<file path="config.mk">
export PLATFORM = sky130hd
export DESIGN_NAME = binary_gaussian_smooth_threshold
export DESIGN_NICKNAME = d
export VERILOG_FILES = /design/src/rtl/gbst_pkg.sv /design/src/rtl/gbst_cfg.sv /design/src/rtl/gbst_window.sv /design/src/rtl/gbst_judge.sv /design/src/rtl/binary_gaussian_smooth_threshold.sv
export SDC_FILE = /design/constraint.sdc
export NUM_CORES = 1
export LEC_CHECK = 0
export BUFFER_PORTS_ARGS = -buffer_cell sky130_fd_sc_hd__buf_2
export CAP_MARGIN = 20
export CORE_MARGIN = 5
export CORE_UTILIZATION = 25
export CTS_BUF_LIST = sky130_fd_sc_hd__clkbuf_2
export DETAILED_ROUTE_END_ITERATION = 10
export PLACE_DENSITY_LB_ADDON = 0.12
export SLEW_MARGIN = 10
export SYNTH_ARGS = -nofsm -noshare
export SYNTH_HDL_FRONTEND = slang
export SYNTH_HIERARCHICAL = 1
export SYNTH_SLANG_ARGS = --single-unit
</file>
<file path="constraint.sdc">
create_clock -name clk -period 11.1 [get_ports clk]
set_input_delay 1.11 -clock clk [delete_from_list [all_inputs] [get_ports clk]]
set_output_delay 1.11 -clock clk [all_outputs]
set_load 0.03 [all_outputs]
</file>
<file path="src/rtl/gbst_pkg.sv">
// Shared types, widths and constants of the binary Gaussian smoothing block.
// No dependencies; imported by every module of the block.
package gbst_pkg;

  localparam int RAD_W       = 2;
  localparam int RAD_MAX     = 3;
  localparam int WEIGHT_W    = 16;
  localparam int THR_W       = 19;
  localparam int SUM_W       = 19;
  localparam int PEND_W      = 3;
  localparam int CFG_IDX_W   = 3;
  localparam int CFG_DATA_W  = 19;
  localparam int DEFAULT_MAX_RADIUS = 3;

  localparam logic [RAD_W-1:0]    RST_RADIUS    = RAD_W'(1);
  localparam logic [THR_W-1:0]    RST_THRESHOLD = THR_W'(32768);
  localparam logic [WEIGHT_W-1:0] RST_W_CENTER  = WEIGHT_W'(32768);
  localparam logic [WEIGHT_W-1:0] RST_W_ONE     = WEIGHT_W'(16384);
  localparam logic [WEIGHT_W-1:0] RST_W_TWO     = WEIGHT_W'(0);
  localparam logic [WEIGHT_W-1:0] RST_W_THREE   = WEIGHT_W'(0);

  typedef enum logic [CFG_IDX_W-1:0] {
    CFG_RADIUS      = 3'd0,
    CFG_THRESHOLD   = 3'd1,
    CFG_W_CENTER    = 3'd2,
    CFG_W_DIST_ONE  = 3'd3,
    CFG_W_DIST_TWO  = 3'd4,
    CFG_W_DIST_THREE = 3'd5
  } cfg_idx_t;

  typedef struct packed {
    logic [RAD_W-1:0]    radius;
    logic [THR_W-1:0]    threshold;
    logic [WEIGHT_W-1:0] w_center;
    logic [WEIGHT_W-1:0] w_one;
    logic [WEIGHT_W-1:0] w_two;
    logic [WEIGHT_W-1:0] w_three;
  } cfg_t;

  typedef struct packed {
    logic [RAD_W-1:0] rad;
    logic             end_flag;
  } snap_t;

  typedef enum logic {
    ST_STREAM = 1'b0,
    ST_FLUSH  = 1'b1
  } win_state_t;

endpackage

</file>
<file path="src/rtl/gbst_cfg.sv">
// Configuration register file of the smoothing block.
// Depends on gbst_pkg for the register indexes, reset values and cfg_t.
module gbst_cfg import gbst_pkg::*; (
  input  logic                  clk,
  input  logic                  rst_n,
  input  logic                  cfg_valid,
  input  logic [CFG_IDX_W-1:0]  cfg_index,
  input  logic [CFG_DATA_W-1:0] cfg_data,
  output cfg_t                  cfg
);

  cfg_t cfg_r;

  always_ff @(posedge clk) begin
    if (!rst_n) begin
      cfg_r.radius    <= RST_RADIUS;
      cfg_r.threshold <= RST_THRESHOLD;
      cfg_r.w_center  <= RST_W_CENTER;
      cfg_r.w_one     <= RST_W_ONE;
      cfg_r.w_two     <= RST_W_TWO;
      cfg_r.w_three   <= RST_W_THREE;
    end else if (cfg_valid) begin
      unique case (cfg_index)
        CFG_RADIUS:       cfg_r.radius    <= cfg_data[RAD_W-1:0];
        CFG_THRESHOLD:    cfg_r.threshold <= cfg_data[THR_W-1:0];
        CFG_W_CENTER:     cfg_r.w_center  <= cfg_data[WEIGHT_W-1:0];
        CFG_W_DIST_ONE:   cfg_r.w_one     <= cfg_data[WEIGHT_W-1:0];
        CFG_W_DIST_TWO:   cfg_r.w_two     <= cfg_data[WEIGHT_W-1:0];
        CFG_W_DIST_THREE: cfg_r.w_three   <= cfg_data[WEIGHT_W-1:0];
        default: begin
        end
      endcase
    end
  end

  assign cfg = cfg_r;

endmodule

</file>
<file path="src/rtl/gbst_window.sv">
// Bit window, vector sequencer and snapshot register of the smoothing block.
// Depends on gbst_pkg; feeds gbst_judge with one window snapshot per result.
module gbst_window import gbst_pkg::*; #(
  parameter int MAX_RADIUS = DEFAULT_MAX_RADIUS
) (
  input  logic                  clk,
  input  logic                  rst_n,
  input  logic [RAD_W-1:0]      cfg_radius,
  input  logic                  in_valid,
  output logic                  in_ready,
  input  logic                  in_bit,
  input  logic                  in_end,
  input  logic                  judge_ready,
  output logic                  snap_valid,
  output logic [2*MAX_RADIUS:0] snap_win,
  output snap_t                 snap_ctl
);

  localparam int WIN_W = 2 * MAX_RADIUS + 1;
  localparam logic [RAD_W-1:0] RAD_CAP =
    RAD_W'((MAX_RADIUS < RAD_MAX) ? MAX_RADIUS : RAD_MAX);
  localparam logic [PEND_W-1:0] PEND_SAT = '1;

  win_state_t        state_r, state_nxt;
  logic [WIN_W-1:0]  win_r, win_nxt, win_step;
  logic [PEND_W-1:0] pend_r, pend_nxt, pend_inc;
  logic [RAD_W-1:0]  lead_r, lead_nxt, r_raw, r_cur;
  logic [RAD_W-1:0]  s_r, s_nxt;
  logic              snap_valid_r, snap_valid_nxt;
  logic [WIN_W-1:0]  snap_win_r;
  snap_t             snap_ctl_r;
  logic              adv, step_go, emit, end_flag;

  assign adv      = !snap_valid_r || judge_ready;
  assign r_raw    = (pend_r == '0) ? cfg_radius : lead_r;
  assign r_cur    = (r_raw > RAD_CAP) ? RAD_CAP : r_raw;
  assign pend_inc = (pend_r == PEND_SAT) ? pend_r : pend_r + PEND_W'(1);

  always_comb begin
    state_nxt = state_r;
    unique case (state_r)
      ST_STREAM: begin
        if (adv && in_valid && in_end && (r_cur != '0)) begin
          state_nxt = ST_FLUSH;
        end
      end
      ST_FLUSH: begin
        if (adv && (s_r == r_cur)) begin
          state_nxt = ST_STREAM;
        end
      end
      default: state_nxt = ST_STREAM;
    endcase
  end

  always_comb begin
    in_ready = 1'b0;
    step_go  = 1'b0;
    win_step = win_r;
    emit     = 1'b0;
    end_flag = 1'b0;
    win_nxt  = win_r;
    pend_nxt = pend_r;
    lead_nxt = lead_r;
    s_nxt    = s_r;
    unique case (state_r)
      ST_STREAM: begin
        in_ready = adv;
        step_go  = adv && in_valid;
        win_step = {win_r[WIN_W-2:0], in_bit};
        emit     = pend_inc > {1'b0, r_cur};
        end_flag = in_end && (r_cur == '0);
        s_nxt    = RAD_W'(1);
        if (step_go) begin
          if (end_flag) begin
            win_nxt  = '0;
            pend_nxt = '0;
            lead_nxt = '0;
          end else begin
            win_nxt  = win_step;
            pend_nxt = pend_inc;
            lead_nxt = r_raw;
          end
        end
      end
      ST_FLUSH: begin
        step_go  = adv;
        win_step = {win_r[WIN_W-2:0], 1'b0};
        emit     = ({1'b0, pend_r} + {2'b00, s_r}) > {2'b00, r_cur};
        end_flag = (s_r == r_cur);
        if (step_go) begin
          if (end_flag) begin
            win_nxt  = '0;
            pend_nxt = '0;
            lead_nxt = '0;
          end else begin
            win_nxt = win_step;
            s_nxt   = s_r + RAD_W'(1);
          end
        end
      end
      default: begin
      end
    endcase
    snap_valid_nxt = adv ? (step_go && emit) : snap_valid_r;
  end

  always_ff @(posedge clk) begin
    if (!rst_n) begin
      state_r      <= ST_STREAM;
      win_r        <= '0;
      pend_r       <= '0;
      lead_r       <= '0;
      s_r          <= '0;
      snap_valid_r <= 1'b0;
    end else begin
      state_r      <= state_nxt;
      win_r        <= win_nxt;
      pend_r       <= pend_nxt;
      lead_r       <= lead_nxt;
      s_r          <= s_nxt;
      snap_valid_r <= snap_valid_nxt;
    end
  end

  always_ff @(posedge clk) begin
    if (step_go) begin
      snap_win_r          <= win_step;
      snap_ctl_r.rad      <= r_cur;
      snap_ctl_r.end_flag <= end_flag;
    end
  end

  assign snap_valid = snap_valid_r;
  assign snap_win   = snap_win_r;
  assign snap_ctl   = snap_ctl_r;

endmodule

</file>
<file path="src/rtl/gbst_judge.sv">
// Weighted window sum, threshold compare and result register.
// Depends on gbst_pkg; takes snapshots from gbst_window.
module gbst_judge import gbst_pkg::*; #(
  parameter int MAX_RADIUS = DEFAULT_MAX_RADIUS
) (
  input  logic                  clk,
  input  logic                  rst_n,
  input  cfg_t                  cfg,
  input  logic                  snap_valid,
  input  logic [2*MAX_RADIUS:0] snap_win,
  input  snap_t                 snap_ctl,
  output logic                  judge_ready,
  output logic                  out_valid,
  input  logic                  out_ready,
  output logic                  out_bit,
  output logic                  out_end
);

  localparam int WIN_W = 2 * MAX_RADIUS + 1;
  localparam int TAPS  = (WIN_W < 2 * RAD_MAX + 1) ? WIN_W : 2 * RAD_MAX + 1;

  logic [SUM_W-1:0] sum;
  logic             hit;
  logic             out_valid_r;
  logic             out_bit_r, out_end_r;

  always_comb begin : judge_sum
    logic [2:0]          kk;
    logic [2:0]          gap;
    logic [WEIGHT_W-1:0] w;
    sum = '0;
    for (int k = 0; k < TAPS; k++) begin
      kk = 3'(k);
      if (kk > {1'b0, snap_ctl.rad}) begin
        gap = kk - {1'b0, snap_ctl.rad};
      end else begin
        gap = {1'b0, snap_ctl.rad} - kk;
      end
      unique case (gap)
        3'd0:    w = cfg.w_center;
        3'd1:    w = cfg.w_one;
        3'd2:    w = cfg.w_two;
        3'd3:    w = cfg.w_three;
        default: w = '0;
      endcase
      if (snap_win[k] && (kk <= {snap_ctl.rad, 1'b0})) begin
        sum = sum + SUM_W'(w);
      end
    end
  end

  assign hit         = sum > cfg.threshold;
  assign judge_ready = !out_valid_r || out_ready;

  always_ff @(posedge clk) begin
    if (!rst_n) begin
      out_valid_r <= 1'b0;
    end else if (judge_ready) begin
      out_valid_r <= snap_valid;
    end
  end

  always_ff @(posedge clk) begin
    if (judge_ready && snap_valid) begin
      out_bit_r <= hit;
      out_end_r <= snap_ctl.end_flag;
    end
  end

  assign out_valid = out_valid_r;
  assign out_bit   = out_bit_r;
  assign out_end   = out_end_r;

endmodule

</file>
<file path="src/rtl/binary_gaussian_smooth_threshold.sv">
// Channel  Handshake               Payload
// in       in_valid / in_ready     in_bit_in, in_vector_end
// out      out_valid / out_ready   out_bit_out, out_out_end
// cfg      cfg_valid / cfg_ready   cfg_index, cfg_data
// The window snapshot register loads at the edge that accepts a bit, and the
// adder tree and threshold compare load the result register from it when the
// result register is free. One bit is accepted per cycle while the output is
// not stalled; a last bit holds the input while the window shifts out the
// remaining results. Reset is synchronous; a stalled output backs up into
// the snapshot register and then the input.
// Top level of the binary Gaussian smoothing and threshold block.
// Depends on gbst_pkg, gbst_cfg, gbst_window and gbst_judge.
module binary_gaussian_smooth_threshold import gbst_pkg::*; #(
  parameter int MAX_RADIUS = DEFAULT_MAX_RADIUS
) (
  input  logic                  clk,
  input  logic                  rst_n,
  input  logic                  in_valid,
  output logic                  in_ready,
  input  logic                  in_bit_in,
  input  logic                  in_vector_end,
  output logic                  out_valid,
  input  logic                  out_ready,
  output logic                  out_bit_out,
  output logic                  out_out_end,
  input  logic                  cfg_valid,
  output logic                  cfg_ready,
  input  logic [CFG_IDX_W-1:0]  cfg_index,
  input  logic [CFG_DATA_W-1:0] cfg_data
);

  cfg_t                  cfg;
  logic                  judge_ready;
  logic                  snap_valid;
  logic [2*MAX_RADIUS:0] snap_win;
  snap_t                 snap_ctl;

  assign cfg_ready = 1'b1;

  gbst_cfg u_cfg (
    .clk       (clk),
    .rst_n     (rst_n),
    .cfg_valid (cfg_valid),
    .cfg_index (cfg_index),
    .cfg_data  (cfg_data),
    .cfg       (cfg)
  );

  gbst_window #(.MAX_RADIUS(MAX_RADIUS)) u_window (
    .clk         (clk),
    .rst_n       (rst_n),
    .cfg_radius  (cfg.radius),
    .in_valid    (in_valid),
    .in_ready    (in_ready),
    .in_bit      (in_bit_in),
    .in_end      (in_vector_end),
    .judge_ready (judge_ready),
    .snap_valid  (snap_valid),
    .snap_win    (snap_win),
    .snap_ctl    (snap_ctl)
  );

  gbst_judge #(.MAX_RADIUS(MAX_RADIUS)) u_judge (
    .clk         (clk),
    .rst_n       (rst_n),
    .cfg         (cfg),
    .snap_valid  (snap_valid),
    .snap_win    (snap_win),
    .snap_ctl    (snap_ctl),
    .judge_ready (judge_ready),
    .out_valid   (out_valid),
    .out_ready   (out_ready),
    .out_bit     (out_bit_out),
    .out_end     (out_out_end)
  );

endmodule

</file>
[Word-level counts from Yosys, hierarchy flattened]
Index checks and enable logic that the tools add are counted.
Cells by class
  $mul: 0
  bitwise gates (word level): 1
  reduce and logical (&&, ||, !) cells: 38
  divide/modulo/power cells: 0
  shift-type cells: 0
  order comparisons: 16
  $add $sub $neg: 20
  multiplexer cells: 48
  eq/ne operators: 32
Operators by type and width (count)
  16-bit case mux with 4 select lines: 7
  19-bit two-way mux: 6
  19-bit by 16-bit adder with 19-bit output: 5
  3-bit by 2-bit equality test with 1-bit output, second input constant: 14
  3-bit two-way mux: 10
  3-bit logical NOT: 9
  6-bit two-way mux: 4
  3-bit by 1-bit equality test with 1-bit output, second input constant: 7
  19-bit greater-than comparator: 1
  16-bit by 16-bit adder with 17-bit output: 1
  16-bit two-way mux: 1
  2-bit two-way mux: 8
  2-bit AND reduction: 8
  1-bit logical AND: 14
  7-bit case mux with 2 select lines: 1
  6-bit case mux with 2 select lines: 1
  3-bit equality test, second input constant: 3
  3-bit <= comparator, first input constant: 3
  3-bit by 2-bit subtractor with 3-bit output, first input constant: 3
  1-bit case mux with 2 select lines: 4
  2-bit case mux with 2 select lines: 2
  3-bit by 2-bit greater-than comparator with 1-bit output, first input constant: 2
  1-bit by 3-bit <= comparator with 1-bit output, first input constant: 2
  2-bit by 3-bit <= comparator with 1-bit output, first input constant: 2
  26 further kinds: 37
Storage, ports and cells
  bits in latches: 0
  RAM bits: 0
  register bits after elaboration: 113
  memories kept: 0
  bits in read-only memories: 0
  output and inout bits: 5
  input port bits: 29

[Logic depth before layout (Yosys ltp)]
Gate-level depths: netlist (run 1).
  depth after elaboration: 17
  depth in mapped cells: 63

[Cells and area by module]
Netlist (run 1), hierarchy kept.
Modules (own cells, without submodules)
  gbst_judge: area an instance 8486.9 um^2, cells an instance 1171, sequential area each 80.1 um^2, instances 1
  gbst_cfg: area an instance 3184.3 um^2, cells an instance 306, sequential area each 1701.6 um^2, instances 1
  gbst_window: area an instance 1353.8 um^2, cells an instance 131, sequential area each 600.6 um^2, instances 1
  binary_gaussian_smooth_threshold: area an instance 11.3 um^2, cells an instance 2, sequential area each 0.0 um^2, instances 1

[Least setup slack after synthesis (run 1)]
OpenSTA, ideal clock, no wires.
  path kind: register -> register
  from: register u_window.snap_ctl_r (netlist bit u_window/snap_ctl[1])
  to: register u_judge.out_bit_r (netlist: u_judge/out_bit), data pin
  data arrival time: 10963 ps
  library setup time: 264 ps
  buffers on the path: 6
  cell stages (with the launch flop): 57
  period minus slack after synthesis: 11228 ps
  slack: -128 ps
  path through: edfxtp_1 > buf_2 > buf_2 > buf_1 > clkbuf_1 > clkbuf_1 > clkbuf_1 > nor2_1 > a21oi_1 > ha_1 > inv_1 > fa_1 > nand2b_1 > nand2b_1 > a21oi_1 > xnor2_1 > mux2_2 > ha_1 > (+21 left out) > ha_1 > nand2_1 > o21ai_0 > xnor2_1 > o21bai_1 > ha_1 > nand4_1 > a311oi_1 > nor2_1 > a21oi_1 > nor4b_1 > mux2i_1 > xnor2_1 > ha_1 > nand3_1 > nor4_1 > a22o_1 > a31oi_1
Between the ends
  word-level cells in the longest chain between the ends: 17
  elaborated cells between the ends (all ways): 84
  those cells by class: add/sub (17); order compare (13); eq/ne (21); mux (19); reduce/logical (14)
RTL lines
  from (decl): line gbst_window.sv:31  | snap_t snap_ctl_r;
  2-bit by 1-bit subtractor with 3-bit output (tied with other cells): line gbst_judge.sv:37  | gap = {1'b0, snap_ctl.rad} - kk;
  3-bit two-way mux: line gbst_judge.sv:34  | if (kk > {1'b0, snap_ctl.rad}) begin
  3-bit by 2-bit equality test with 1-bit output (tied with other cells): line gbst_judge.sv:39  | unique case (gap)
  16-bit case mux with 4 select lines: line gbst_judge.sv:39
  16-bit by 16-bit adder with 17-bit output: line gbst_judge.sv:47  | sum = sum + SUM_W'(w);
  19-bit two-way mux: line gbst_judge.sv:46  | if (snap_win[k] && (kk <= {snap_ctl.rad, 1'b0})) begin
  19-bit by 16-bit adder with 19-bit output: line gbst_judge.sv:47
  19-bit two-way mux: line gbst_judge.sv:46
  (+2 left out)
  19-bit by 16-bit adder with 19-bit output: line gbst_judge.sv:47
  19-bit two-way mux: line gbst_judge.sv:46
  19-bit by 16-bit adder with 19-bit output: line gbst_judge.sv:47
  19-bit two-way mux: line gbst_judge.sv:46
  19-bit by 16-bit adder with 19-bit output: line gbst_judge.sv:47
  19-bit two-way mux (*): line gbst_judge.sv:46
  19-bit greater-than comparator (*): line gbst_judge.sv:52  | assign hit = sum > cfg.threshold;
  named net u_judge.hit: line gbst_judge.sv:23  | logic hit;
  to (signal assigned): line gbst_judge.sv:65  | out_bit_r <= hit;
  to (decl): line gbst_judge.sv:25  | logic out_bit_r, out_end_r;
The timed path passes the listed nets; every way through them passes the cells marked *.
A chain may end at the register's enable or synchronous reset.

[Final worst setup path (run 1)]
Same ends and word-level chain as after synthesis.

==> results.sh, run 1 <==
export IMPL_use_met2=0.251
export IMPL_max_stage_delay_ns=0.56
export IMPL_die_y_um=238
export IMPL_grt_use_met3=0.0213
export IMPL_drive_above_1_share=0.201
export IMPL_fp_dieW_um=238
export IMPL_syn_to_final_growth_pct=14.9
export IMPL_synthFlopType="dfxtp_1"
export IMPL_clk_latency_ns=0.79
export IMPL_cts_made_buffers=17
export IMPL_hpwlAfterDp_um=34000
export IMPL_cts_root_buf="clkbuf_2"
export IMPL_maxCapViolations=0
export IMPL_final_common_cell="nand2_1"
export IMPL_grt_pass1_wl_um=66400
export IMPL_path_common_cell="ha_1"
export IMPL_cts_buffer_depth=2
export IMPL_fin_skew_ns=0.0336
export IMPL_row_count=83
export IMPL_layout_common_cells="nand2_1 (185), nor2_1 (155), mux2i_1 (131)"
export IMPL_grt_max_degree=63
export IMPL_fin_crit_sh=0.957
export IMPL_async_flop_share=0
export IMPL_htreeDepth=4
export IMPL_vias=11800
export IMPL_fin_area_um2=15000
export IMPL_max_slew_worst_pin_slew_ns=0.917
export IMPL_overflow=0
export IMPL_hold_path_startpoint="u_window/snap_ctl[0]"
export IMPL_hold_violations=0
export IMPL_setup_viol_count_final=0
export IMPL_fillers=5676
export IMPL_hold_worst_slack_ns=0.465
export IMPL_wirelength_um=42900
export IMPL_met1_usage=0.199
export IMPL_fin_crit_ns=10.62
export IMPL_ir_worst_vdd_uv=67.2
export IMPL_grt_usage=0.148
export IMPL_holdCritPathClass="flip-flop to flip-flop"
export IMPL_cellPowerDensity_nw_per_um2=111
export IMPL_p_int_uw=927
export IMPL_dieArea_um2=56800
export IMPL_placed_area_um2=14000
export IMPL_io_buffers=32
export IMPL_switching_share=0.441
export IMPL_hold_buffers=0
export IMPL_reg2reg_depth=45
export IMPL_ys_ff_latch=113
export IMPL_crit_required_ns=11.67
export IMPL_top_usage_layer="met2"
export IMPL_cp_slowest_cell="or4_1"
export IMPL_vias_per_cell=4.99
export IMPL_detail_route_antenna_nets=0
export IMPL_cp_startpoint="u_window/snap_ctl[1]"
export IMPL_grt_pass1_vias=11500
export IMPL_gp_congestion=0.843
export IMPL_setup_ws_ns=0.477
export IMPL_reg2reg_to="u_judge/out_bit"
export IMPL_yosysUniqueCellTypes=95
export IMPL_start_util=0.253
export IMPL_num_nets_final=1817
export IMPL_cp_end_kind="flip-flop"
export IMPL_status="completed"
export IMPL_crit_type="flip-flop to flip-flop"
export IMPL_r2r_slack_ns=0.48
export IMPL_antenna_found_initial=1
export IMPL_io_pins=34
export IMPL_cts_tree="built"
export IMPL_wl_per_cell_um=18.2
export IMPL_critPathLaunchType="flip-flop"
export IMPL_synthCells=1610
export IMPL_synth_nets=1768
export IMPL_clkTransAtPathRegs_ns=0.23
export IMPL_critPathMaxFanout=5
export IMPL_ys_seq_area_frac=0.183
export IMPL_drt_iter0_markers=637
export IMPL_max_freq_ghz=0.0941
export IMPL_drv_slew=0
export IMPL_synth_avg_cell_area_um2=8.10
export IMPL_cp_arrival_ns=11.19
export IMPL_post_place_ws_ns=-0.250
export IMPL_power_switching_uw=732
export IMPL_worstReg2RegStart="u_window/snap_ctl[1]"
export IMPL_whs_path_depth=0
export IMPL_hold_path_endpoint="u_judge/out_end"
export IMPL_syn_area_um2=13000
export IMPL_slew_headroom=0.382
export IMPL_p_leak_nw=6.76
export IMPL_dr_pass1_iters=5
export IMPL_clock_sinks=113
export IMPL_pwr_share_comb=0.538
export IMPL_core_area_um2=51500
export IMPL_clock_power_share=0.191
export IMPL_drc=0
export IMPL_synth_edff_count=12
export IMPL_yosys_warnings=6
export IMPL_p_seq_frac=0.271
## metrics by stage
stage / power (mW) / util / cells / setup TNS [ns]
finish: 1.66 / 0.291 / 2353 / 0
global route: 1.79 / 0.291 / 2353 / -0.126
CTS: 1.61 / 0.279 / 2331 / 0
detailed placement: 1.28 / 0.273 / 2293 / -0.250
global placement: 1.27 / 0.273 / 2293 / 0
floorplan: 1.07 / - / 1610 / 0
## how the worst max path moves through the flow
stage / end / slack, ns / cells past startpoint
floorplan: u_judge/out_bit / 0.03 / 56
global placement: u_judge/out_bit / 0.05 / 52
detailed placement: u_judge/out_bit / -0.25 / 53
CTS: u_judge/out_bit / 0.009 / 50
global route: u_judge/out_bit / -0.13 / 52
finish: u_judge/out_bit / 0.48 / 45
## power by group through the flow
stage	Clock (mW)	Sequential (mW)	Combinational, mW
after floorplan	0	0.452	0.614
after global placement	0	0.460	0.815
after detailed placement	0	0.460	0.818
after CTS	0.330	0.451	0.832
after global routing	0.348	0.452	0.992
final	0.317	0.449	0.893
## routing by layer
layer | up-vias | part of all wire
li1 | 5963 | -
met1 | 5646 | 0.49
met2 | 115 | 0.48
met3 | 28 | 0.021
met4 | 0 | 0.018
met5 | - | 0
## synth_stat cells, types with 6 or more instances
library cell  number  share of area
a211oi_1          24          0.014
a21o_1            42          0.024
a21oi_1          108          0.041
a22o_1            17          0.011
a31oi_1           12         0.0058
and2_1            14         0.0067
and3_1            34          0.016
buf_2             12         0.0046
buf_4             10         0.0058
clkbuf_1          47          0.014
dfxtp_1          101           0.16
edfxtp_1          12          0.028
fa_1               7          0.011
ha_1             122           0.12
inv_1             58          0.017
mux2_2            91          0.079
mux2i_1          131           0.10
nand2_1          185          0.053
nand2b_1          14         0.0067
nand3_1           23         0.0088
nand4_1            6         0.0029
nor2_1           158          0.045
nor2b_1           34          0.016
nor3_1            18         0.0069
o211ai_1          11         0.0063
o21a_1            28          0.016
o21ai_0           61          0.023
o21ai_1            9         0.0035
o21bai_1          12         0.0069
o31ai_1           11         0.0063
xnor2_1           46          0.031
xor2_1            19          0.013
## worst max-delay path, delay by kind of cell, from the launching register on
| kind | cells | cell delay [ns] |
|---|---|---|
| buffers and inverters | 1 | 0.15 |
| AO/OA/AOI/OAI | 22 | 4.39 |
| multiplexers | 2 | 0.59 |
| flip-flops | 1 | 0.43 |
| XOR/XNOR | 3 | 0.48 |
| adder cells (fa/ha/maj) | 7 | 2.25 |
| AND/OR/NAND/NOR | 10 | 2.10 |
## layout make-up
type / count / area (µm²) / share of cell area
multi-input cells: 1360 / 10500 / 0.701
clock buffers: 17 / 85.1 / 0.00568
repair buffers: 106 / 753 / 0.0503
well taps: 680 / 851 / 0.0568
inverters: 61 / 229 / 0.0153
clock inverters: 15 / 171 / 0.0114
diodes: 1 / 2.50 / 0.000167
flip-flops and latches: 113 / 2380 / 0.159
## cell families after synthesis
family	count (synthesis)	synth area share
AOI/OAI and AO/OA	410	0.215
buffers and inverters	137	0.0452
and+or+nand+nor	522	0.188
xor gates and xnor gates	70	0.0523
adders and majority gates	130	0.129
DFF	113	0.183
other	1	0.000288
muxes	227	0.188
## timing repair
action                                  CTS  global route
endpoints found under the hold margin     0             0
buffers inserted                          6            21
gates resized for setup                   5           100
pin swaps                                 0            31
endpoints found under the setup margin    1             1
## registers in the layout, summed over array words and instances, names as in the netlist
register             cells
u_cfg/cfg               85
u_window/snap_win        7
u_window/win_r           6
u_window/pend_r          3
u_window/snap_ctl        3
u_window/lead_r          2
u_window/s_r             2
u_judge/out_bit          1
u_judge/out_end          1
u_judge/out_valid        1
u_window/snap_valid      1
u_window/state_r         1
(Power assumes the default switching activity.)
==> inputs of run 2 (changes only) <==
Settings changed: PLACE_DENSITY_LB_ADDON 0.12 to unset.
==> results.sh, run 2 (synthesized netlist as in run 1, its figures left out) <==
export IMPL_status="completed"
export IMPL_drt_iter0_markers=760
export IMPL_hold_violations=0
export IMPL_holdCritPathClass="flip-flop to flip-flop"
export IMPL_crit_type="flip-flop to flip-flop"
export IMPL_clk_latency_ns=0.70
export IMPL_cts_made_buffers=17
export IMPL_grt_pass1_vias=11300
export IMPL_clkTransAtPathRegs_ns=0.21
export IMPL_grt_usage=0.126
export IMPL_cts_root_buf="clkbuf_2"
export IMPL_io_pins=34
export IMPL_fin_skew_ns=0.0233
export IMPL_fillers=5631
export IMPL_cp_arrival_ns=11.10
export IMPL_regArea_um2=2380
export IMPL_stdcell_count=2335
export IMPL_path_common_cell="ha_1"
export IMPL_tns_ns=0
export IMPL_cts_tree="built"
export IMPL_htreeDepth=4
export IMPL_hold_buffers=0
export IMPL_row_count=83
export IMPL_setup_viol_count_final=0
export IMPL_antenna_found_initial=2
export IMPL_fin_crit_sh=0.959
export IMPL_drc=0
export IMPL_cellPowerDensity_nw_per_um2=111
export IMPL_slew_headroom=0.423
export IMPL_vias=11900
export IMPL_max_freq_ghz=0.0939
export IMPL_vias_per_cell=5.08
export IMPL_die_y_um=238
export IMPL_wirelength_um=37900
export IMPL_hold_worst_slack_ns=0.447
export IMPL_num_nets_final=1799
export IMPL_maxCapViolations=0
export IMPL_total_power_mw=1.62
export IMPL_cp_slowest_cell="mux4_2"
export IMPL_fp_dieW_um=238
export IMPL_grt_max_degree=61
export IMPL_largest_register_ffs=85
export IMPL_final_common_cell="nand2_1"
export IMPL_postLayoutCoreUtil=0.284
export IMPL_io_buffers=32
export IMPL_layout_common_cells="nand2_1 (185), nor2_1 (156), mux2i_1 (131)"
export IMPL_max_stage_delay_ns=0.45
export IMPL_drv_slew=0
export IMPL_core_area_um2=51500
export IMPL_place_inst=2278
export IMPL_gp_congestion=0.896
export IMPL_syn_to_final_growth_pct=12.3
export IMPL_grt_pass1_wl_um=59200
export IMPL_wl_per_cell_um=16.2
export IMPL_cp_end_kind="flip-flop"
export IMPL_critPathMaxFanout=5
export IMPL_ir_worst_vdd_uv=58.4
export IMPL_fin_crit_ns=10.65
export IMPL_hpwlAfterDp_um=29400
export IMPL_max_slew_worst_pin_slew_ns=0.855
export IMPL_clock_sinks=113
export IMPL_p_leak_nw=6.64
export IMPL_multiInputGateArea_um2=10300
export IMPL_crit_required_ns=11.55
export IMPL_detail_route_antenna_nets=0
export IMPL_dieArea_um2=56800
export IMPL_overflow=0
export IMPL_drive_above_1_share=0.174
export IMPL_critPathLaunchType="flip-flop"
export IMPL_start_util=0.253
export IMPL_dr_pass1_iters=6
export IMPL_cts_buffer_depth=2
==> run 2: area by class of cell <==
| cell class | instances | share of cell area |
|---|---|---|
| sequential | 113 | 0.163 |
| inverter | 61 | 0.0156 |
| clock inverter | 15 | 0.0135 |
| antenna | 1 | 0.000171 |
| timing repair buffer | 88 | 0.0411 |
| multi-input combinational | 1360 | 0.703 |
| clock buffer | 17 | 0.00581 |
| tap | 680 | 0.0581 |
==> run 2: routing by layer <==
metal	global-route usage	wire (µm)	share of wire	up-vias
met3	0.0172	1450	0.038	45
met2	0.221	18500	0.49	238
met4	0.0323	771	0.020	0
li1	-	-	-	5953
met5	0	0	0	-
met1	0.164	17200	0.45	5628
==> run 2: worst paths after layout <==
path | end | start | slack [ns] | cells past startpoint
max | u_judge/out_bit | u_window/snap_ctl[1] | 0.45 | 48
min | u_judge/out_end | u_window/snap_ctl[0] | 0.45 | 0
max reg2reg | u_judge/out_bit | u_window/snap_ctl[1] | 0.45 | 48
min reg2reg | u_judge/out_end | u_window/snap_ctl[0] | 0.45 | 0
==> run 2: through the flow <==
step / setup WS (ns) / cell area, µm²
2_1_floorplan: 0.0271 / 13000
3_3_place_gp: 0.335 / 13900
6_report: 0.450 / 14600
5_1_grt: -0.153 / 14600
3_5_place_dp: 0.151 / 13900
4_1_cts: 0.0736 / 14200
==> run 2: worst max-delay path, delay by kind of cell (launching register included) <==
family	cells	cell delay [ns]
compound gates	15	2.97
simple gates	14	2.58
fa+ha+maj	7	2.23
mux	5	1.43
xor+xnor	5	0.49
flops	1	0.44
buf+inv	2	0.29
==> run 2: timing repair <==
item / 4_1_cts / 5_1_grt
setup buffers: 0 / 23
endpoints found under the setup margin: 0 / 1
gates resized for setup: 0 / 58
==> run 2: power breakdown <==
| group | internal, mW | switching [mW] |
|---|---|---|
| Combinational | 0.357 | 0.483 |
| Sequential | 0.431 | 0.0186 |
| Clock | 0.133 | 0.194 |
